[src/design/tbkn_pkg.sv]
// Shared types and constants for the touch button k-of-n qualifier.
// No dependencies; imported by tbkn_history and the core top level.
package tbkn_pkg;

  localparam int unsigned ChannelW            = 3;
  localparam int unsigned LevelW              = 16;
  localparam int unsigned LevelRegs           = 6;
  localparam int unsigned CfgIndexW           = 3;
  localparam int unsigned HistoryDepthDefault = 8;
  localparam int unsigned ChannelsDefault     = 6;
  localparam int unsigned PressCount          = 3;
  localparam logic [LevelW:0] TouchMargin     = 17'd5;

  typedef enum logic {
    CmdSample = 1'b0,
    CmdPoll   = 1'b1
  } cmd_t;

  typedef struct packed {
    logic                fire;
    cmd_t                cmd;
    logic [ChannelW-1:0] channel;
    logic                touched;
  } hist_req_t;

endpackage

[src/design/touch_button_k_of_n_qualifier_core.sv]
// Top level of the touch button k-of-n qualifier: idle levels, input and result registers.
// Depends on tbkn_pkg and tbkn_history.
//
//   channel  | signals                            | beat
//   ---------+------------------------------------+-----------------------------
//   config   | cfg_we, cfg_index, cfg_data        | write when cfg_we is high
//   input    | in_valid/in_ready: cmd, channel,   | in_valid && in_ready
//            | reading                            |
//   result   | out_valid/out_ready: is_pressed    | out_valid && out_ready
//
// One beat per cycle while no poll is held back by a stalled result register. A
// beat waits in the input register, where the compare and history update run; a
// poll then moves on into the result register, a sample yields nothing.
// Synchronous reset clears histories, positions, counts, idle levels and both valid flags.
// A poll waiting on a full, stalled result register holds the input register.
module touch_button_k_of_n_qualifier_core #(
  parameter int unsigned HISTORY_DEPTH = tbkn_pkg::HistoryDepthDefault,
  parameter int unsigned CHANNELS      = tbkn_pkg::ChannelsDefault
) (
  input  logic                           clk,
  input  logic                           rst,
  input  logic                           cfg_we,
  input  logic [tbkn_pkg::CfgIndexW-1:0] cfg_index,
  input  logic [tbkn_pkg::LevelW-1:0]    cfg_data,
  input  logic                           in_valid,
  output logic                           in_ready,
  input  logic                           cmd,
  input  logic [tbkn_pkg::ChannelW-1:0]  channel,
  input  logic [tbkn_pkg::LevelW-1:0]    reading,
  output logic                           out_valid,
  input  logic                           out_ready,
  output logic                           is_pressed
);
  import tbkn_pkg::*;

  logic [LevelW-1:0]   idle_level[LevelRegs];

  logic                s1_valid;
  cmd_t                s1_cmd;
  logic [ChannelW-1:0] s1_channel;
  logic [LevelW-1:0]   s1_reading;

  logic [LevelW-1:0]   level_sel;
  logic                touched;
  logic                advance;
  logic                pressed;
  hist_req_t           req;

  always_comb begin
    level_sel = (int'(s1_channel) < int'(LevelRegs)) ? idle_level[s1_channel] : '0;
    touched   = ({1'b0, s1_reading} + TouchMargin) < {1'b0, level_sel};
    advance   = s1_valid && (s1_cmd == CmdSample || !out_valid || out_ready);
    in_ready  = !s1_valid || advance;
    req.fire    = advance;
    req.cmd     = s1_cmd;
    req.channel = s1_channel;
    req.touched = touched;
  end

  always_ff @(posedge clk) begin
    if (rst) begin
      for (int i = 0; i < int'(LevelRegs); i++) begin
        idle_level[i] <= '0;
      end
    end else if (cfg_we && int'(cfg_index) < int'(LevelRegs)) begin
      idle_level[cfg_index] <= cfg_data;
    end
  end

  always_ff @(posedge clk) begin
    if (rst) begin
      s1_valid <= 1'b0;
    end else if (in_ready) begin
      s1_valid <= in_valid;
    end
    if (in_valid && in_ready) begin
      s1_cmd     <= cmd_t'(cmd);
      s1_channel <= channel;
      s1_reading <= reading;
    end
  end

  always_ff @(posedge clk) begin
    if (rst) begin
      out_valid <= 1'b0;
    end else if (advance && s1_cmd == CmdPoll) begin
      out_valid <= 1'b1;
    end else if (out_valid && out_ready) begin
      out_valid <= 1'b0;
    end
    if (advance && s1_cmd == CmdPoll) begin
      is_pressed <= pressed;
    end
  end

  tbkn_history #(
    .HISTORY_DEPTH(HISTORY_DEPTH),
    .CHANNELS     (CHANNELS)
  ) u_history (
    .clk    (clk),
    .rst    (rst),
    .req    (req),
    .pressed(pressed)
  );

endmodule

[src/design/tbkn_history.sv]
// Per-channel touch history, write position and running touched count.
// Depends on tbkn_pkg for the request struct and press threshold.
module tbkn_history #(
  parameter int unsigned HISTORY_DEPTH = tbkn_pkg::HistoryDepthDefault,
  parameter int unsigned CHANNELS      = tbkn_pkg::ChannelsDefault
) (
  input  logic                clk,
  input  logic                rst,
  input  tbkn_pkg::hist_req_t req,
  output logic                pressed
);
  import tbkn_pkg::*;

  localparam int unsigned PosW = $clog2(HISTORY_DEPTH);
  localparam int unsigned CntW = $clog2(HISTORY_DEPTH + 1);
  localparam int unsigned IdxW = (CHANNELS > 1) ? $clog2(CHANNELS) : 1;
  localparam logic [PosW-1:0] PosLast = PosW'(HISTORY_DEPTH - 1);

  logic [HISTORY_DEPTH-1:0] history [CHANNELS];
  logic [PosW-1:0]          position[CHANNELS];
  logic [CntW-1:0]          count   [CHANNELS];

  logic                     in_range;
  logic [IdxW-1:0]          idx;
  logic [HISTORY_DEPTH-1:0] cur_hist;
  logic [PosW-1:0]          cur_pos;
  logic [CntW-1:0]          cur_cnt;
  logic                     old_bit;
  logic                     hit;
  logic [CntW-1:0]          count_next;
  logic [PosW-1:0]          position_next;

  always_comb begin
    in_range      = int'(req.channel) < int'(CHANNELS);
    idx           = req.channel[IdxW-1:0];
    cur_hist      = history[idx];
    cur_pos       = position[idx];
    cur_cnt       = count[idx];
    old_bit       = cur_hist[cur_pos];
    hit           = cur_cnt >= CntW'(PressCount);
    pressed       = in_range && hit;
    count_next    = cur_cnt - CntW'(old_bit) + CntW'(req.touched);
    position_next = (cur_pos == PosLast) ? '0 : cur_pos + 1'b1;
  end

  always_ff @(posedge clk) begin
    if (rst) begin
      for (int i = 0; i < int'(CHANNELS); i++) begin
        history[i]  <= '0;
        position[i] <= '0;
        count[i]    <= '0;
      end
    end else if (req.fire && in_range) begin
      if (req.cmd == CmdSample) begin
        history[idx][cur_pos] <= req.touched;
        position[idx]         <= position_next;
        count[idx]            <= count_next;
      end else if (hit) begin
        history[idx] <= '0;
        count[idx]   <= '0;
      end
    end
  end

endmodule
[config.mk]
export PLATFORM = sky130hd
export DESIGN_NAME = touch_button_k_of_n_qualifier_core
export DESIGN_NICKNAME = d
export VERILOG_FILES = /design/src/design/tbkn_pkg.sv /design/src/design/touch_button_k_of_n_qualifier_core.sv /design/src/design/tbkn_history.sv
export SDC_FILE = /design/constraint.sdc
export NUM_CORES = 1
export LEC_CHECK = 0
export ABC_CLOCK_PERIOD_IN_PS = 4500
export BUFFER_PORTS_ARGS = -buffer_cell sky130_fd_sc_hd__clkbuf_2
export CORE_MARGIN = 10
export CORE_UTILIZATION = 55
export DETAILED_ROUTE_END_ITERATION = 10
export HOLD_SLACK_MARGIN = 0.02
export PLACE_DENSITY = 0.75
export SYNTH_ARGS = -nofsm -noshare
export SYNTH_HDL_FRONTEND = slang
export SYNTH_SLANG_ARGS = --single-unit
export TNS_END_PERCENT = 1
[constraint.sdc]
create_clock -name clk -period 4.5 [get_ports clk]
set_clock_uncertainty 0.2 [all_clocks]
set_input_delay 0.9 -clock clk [delete_from_list [all_inputs] [get_ports clk]]
set_output_delay 0.9 -clock clk [all_outputs]
set_load 0.02 [all_outputs]
**Word level (Yosys, flattened, before mapping)**

Memories as Yosys holds them, arrays and structs flattened. A register that Yosys moved wholly into a read port is not among the register bits.
Index checks and enable logic that the tools add are counted.

- $add $sub $neg: 4
- Order comparisons: 6
- Equality and inequality tests: 1
- Muxes and demuxes: 48
- Bitwise gates (word level): 10
- Reduce and logical (&&, ||, !) cells: 18

Operators with widths:

| cell | number |
|---|---|
| $mux 16 | 2 |
| $mux 3 | 10 |
| $mux 1 | 29 |
| $mux 8 | 3 |
| $add 16x3->17 const B | 1 |
| $lt 17x16->1 | 1 |
| $reduce_or 16->1 | 1 |
| $or 1x1->1 | 9 |
| $logic_and 1x1->1 | 8 |
| $mux 4 | 2 |
| $reduce_or 8->1 | 1 |
| $lt 3x3->1 const B | 2 |
| $add 4x1->4 | 1 |
| $ge 4x2->1 const B | 1 |
| $lt 3x4->1 const B | 1 |
| $reduce_or 4->1 | 1 |
| $sub 4x1->4 | 1 |
| $add 3x1->3 const B | 1 |
| $bmux 1 s3 | 1 |
| $demux 1 s3 | 1 |
| $eq 3x3->1 const B | 1 |
| $ge 3x1->1 const B | 1 |
| $logic_or 1x1->1 | 3 |
| $reduce_or 3->1 | 1 |
| 3 further kinds | 4 |

- Register bits: 23
- RAM bits: 186
- Input bits: 44
- Output and inout bits: 3
- Word-level logic and storage cells: 97
- Memories kept: 4

Memories:

| name | words | bits a word | read ports | clocked after Yosys merged registers in | wr ports | RTL line | RTL |
|---|---|---|---|---|---|---|---|
| idle_level | 6 | 16 | 1 | 1 | 6 | touch_button_k_of_n_qualifier_core.sv:36 | `logic [LevelW-1:0] idle_level[LevelRegs];` |
| u_history.history | 6 | 8 | 1 | 1 | 6 | tbkn_history.sv:19 | `logic [HISTORY_DEPTH-1:0] history [CHANNELS];` |
| u_history.count | 6 | 4 | 1 | 1 | 6 | tbkn_history.sv:21 | `logic [CntW-1:0] count [CHANNELS];` |
| u_history.position | 6 | 3 | 1 | 1 | 6 | tbkn_history.sv:20 | `logic [PosW-1:0] position[CHANNELS];` |

**Depth between registers and ports, before layout**

- Depth in word-level cells: 11
- Gate-level depth with buffers: 19
- Gate-level depth less buffers: 16

**Modules after synthesis**

Synthesis repeated with hierarchy kept, for this count alone.

- Cells, all modules: 890
- Area total of the unflattened synthesis: 12874.8 µm²

By module, submodules not included:

| module | instances | cells each | area an instance (µm²) | seq. area each (µm²) |
|---|---|---|---|---|
| touch_button_k_of_n_qualifier_core | 1 | 465 | 6917.9 | 4574.4 |
| tbkn_history | 1 | 425 | 5957.0 | 3603.5 |

**Worst setup path before layout**

OpenSTA, ideal clock, no wires.

- Path type: flip-flop to flip-flop
- Start point: reg (tool-made name)
- End point: mem u_history.count[5][1] (netlist name), data pin
- Library setup time: 0.261 ns
- Data arrival time: 4.323 ns
- Required time: 4.039 ns
- Slack: -0.283 ns
- Cell stages (with the launch flop): 19
- Path buffers: 5
- Clock period less this slack: 4.783 ns
- Cells stage by stage: dfxtp_1 -> buf_6 -> buf_4 -> buf_2 -> buf_2 -> mux4_2 -> mux2_2 -> nand2_1 -> ha_1 -> a21o_1 -> a221o_1 -> a221oi_1 -> nand4_1 -> buf_2 -> inv_1 -> ha_1 -> fa_1 -> nand2_1 -> inv_1

RTL lines:

| item | RTL line |
|---|---|
| end, declared | tbkn_history.sv:21 |

==> impl_metrics.env <==
export IMPL_grt_total_usage=0.1966
export IMPL_grt_start_max_net_pins=42
export IMPL_grt_overflow=0
export IMPL_root_buffer="clkbuf_16"
export IMPL_clk_transition_reported_paths_ps=60
export IMPL_holdPathStages=1
export IMPL_diodes=0
export IMPL_cts_sinks=274
export IMPL_synth_cell_types=69
export IMPL_ioPinCount=47
export IMPL_cp_arrival_ps=4350
export IMPL_synth_area_leader_cell="edfxtp_1"
export IMPL_min_period_ps=4277
export IMPL_p_leak_nw=5.646
export IMPL_area_delta_synth_final_pct=15.95
export IMPL_rows=56
export IMPL_crit_cells=16
export IMPL_fmax_ghz=0.2338
export IMPL_ys_async_sr_fraction=0
export IMPL_nets=1111
export IMPL_chipWidth_um=173.3
export IMPL_holdBufCountCts=0
export IMPL_hold_end="s1_reading[8]"
export IMPL_die_area_um2=30020
export IMPL_instances_no_fill=1384
export IMPL_cts_buffers=28
export IMPL_finalSetupViolCount=0
export IMPL_cpLargestDelayFamily="simple AND/OR/NAND/NOR gates"
export IMPL_hold_slack_ps=330.3
export IMPL_min_path_type="in -> reg"
export IMPL_cts_tree="done"
export IMPL_antenna_found_initial=0
export IMPL_drtPass1Iterations=5
export IMPL_synth_seq_area_share=0.6329
export IMPL_crit_required_ps=4580
export IMPL_coreArea_um2=23260
export IMPL_ir_worst_vdd_mv=0.3244
export IMPL_syn_cell_area_um2=12920
export IMPL_die_h_um=173.3
export IMPL_grt_pass1_vias=8231
export IMPL_cp_cell_sequence="buf_4, buf_4, mux4_2, mux2_2, nand2_1, ha_1, nand2_1, nor4_4, o2111ai_2, nand4_1, inv_1, ha_1, fa_1, xor2_1, nand2_1, inv_1"
export IMPL_finalWirelength_um=30190
export IMPL_synth_common_cells="269 x edfxtp_1, 157 x nor2_1, 67 x nand2_1"
export IMPL_syn_avg_cell_area_um2=14.21
export IMPL_viasPerCell=5.839
export IMPL_ant_nets=0
export IMPL_outcome="complete, no violations"
export IMPL_path_buf_inv=4
export IMPL_hold_violations=0
export IMPL_slew_viol_final=0
export IMPL_grt_pass1_wl_um=46500
export IMPL_path_class="reg -> reg"
export IMPL_crit_path_start_kind="flip-flop"
export IMPL_r2r_end="u_history.count[5][2]"
export IMPL_synth_edf_count=269
export IMPL_drc=0
export IMPL_synth_top_area_frac=0.6252
export IMPL_io_buffers=46
export IMPL_detailedPlace_worstSlack_ps=-182.4
export IMPL_drv_max_cap_violation_count=0
export IMPL_worstSkewPairLatency_ps=550
export IMPL_via_count=8081
export IMPL_cp_end_kind="flip-flop"
export IMPL_hp_start="reading[8]"
export IMPL_start_util=0.5555
export IMPL_wl_per_cell_um=21.82
export IMPL_yosysMostFrequentCell="edfxtp_1"
export IMPL_slowest_delay_ps=490
export IMPL_synth_area_leaders="edfxtp_1 63%, mux4_2 9.6%, nor2_1 4.6%"
export IMPL_place_gp_congestion=0.8816
export IMPL_r2r_cells=16
export IMPL_drive_gt1_frac=0.2479
export IMPL_yosys_warnings=0
export IMPL_htree_levels=1
export IMPL_hpwl_um=19380
export IMPL_synth_ff_type="edfxtp_1"
export IMPL_crit_fanout=11
export IMPL_rrSetupSlack_ps=220
export IMPL_layout_setup_ws_ps=223.3
export IMPL_post_route_period_util=0.9504
export IMPL_yosys_register_bits=274
export IMPL_p_per_area_nw_per_um2=416.1
export IMPL_max_slew_margin=0.3918
export IMPL_first_iter_violations=966
export IMPL_cp_common_cell="nand2_1"
export IMPL_cts_path_max_buffers=3
export IMPL_postSynthCellCount=909
export IMPL_worst_pin_slew_ps=911.3
export IMPL_numPlacedInstances=1322
export IMPL_crit_slowest_cell="mux4_2"
cell type report:
class / instances / area (um2)
repair buffers: 98 / 674.4
clock buffers: 35 / 748.2
flip-flops and latches: 274 / 8187
inverters: 38 / 142.6
well taps: 319 / 399.1
clock inverters: 17 / 212.7
multi-input cells: 603 / 4618
fillers: 1719 / 8280
sequential cells by signal, indices dropped and copies added (netlist names), named ones only:
| signal | cells |
|---|---|
| idle_level | 128 |
| u_history.history | 64 |
| u_history.count | 32 |
| u_history.position | 24 |
| s1_reading | 16 |
| s1_channel | 3 |
| is_pressed | 1 |
| out_valid | 1 |
| s1_cmd | 1 |
| s1_valid | 1 |
through the flow:
step | total power, mW | setup TNS (ps) | cell area (um2) | util
6_report | 6.234 | 0 | 14980 | 0.6440
3_5_place_dp | 3.811 | -2535 | 13860 | 0.5958
5_1_grt | 6.434 | -99.36 | 14980 | 0.6440
2_1_floorplan | 3.580 | -18.17 | 13180 | -
3_3_place_gp | 3.786 | -2197 | 13860 | 0.5958
4_1_cts | 6.208 | 0 | 14840 | 0.6378
cell usage in the layout, fill, tap and decap left out, drive strengths merged, types with 9 or more instances in the layout:
master	count
edfxtp	269
nor2	160
clkbuf	82
nand2	67
conb	62
mux4	57
buf	51
nor3	47
inv	37
mux2	26
ha	23
and2	21
nor2b	12
mux2i	11
clkinv	9
routing by layer:
metal | GRT usage | part of all wire | vias to the layer above
met5 | 0 | 0 | -
met1 | 0.2756 | 0.42 | 4039
met3 | 0.02788 | 0.079 | 58
li1 | - | - | 3602
met4 | 0.05066 | 0.021 | 0
met2 | 0.3180 | 0.48 | 382
power breakdown:
part | internal [mW] | switching, mW | leakage (nW)
registers | 2.95 | 0.0587 | 2.71
clock network | 1.46 | 0.968 | 0.453
logic | 0.331 | 0.467 | 2.49
total | 4.74 | 1.49 | 5.65
worst max path at each step:
stage | endpoint | slack [ps] | start
CTS | u_history.count[6][2] | 20 | flip-flop
detailed placement | u_history.count[7][2] | -180 | flip-flop
floorplan | u_history.count[5][1] | -6 | flip-flop
finish | u_history.count[5][2] | 220 | flip-flop
global route | u_history.count[5][2] | -30 | s1_reading[3]
global placement | u_history.count[6][2] | -170 | flip-flop
timing repair:
action,CTS,global route
pin swaps,0,3
setup buffers,0,9
resized for setup,2,8
gates cloned,0,1
setup endpoints to repair,23,24
kinds of logic after synthesis:
group           after synthesis  synth area share
compound gates               56           0.03999
xor+xnor                     16           0.01085
fa+ha+maj                    24           0.02382
buf+inv                      93           0.03215
flops                       274            0.6329
mux                          94            0.1324
other cells                   1         0.0002902
simple gates                351            0.1276
Power figures use the tool's default switching activity.
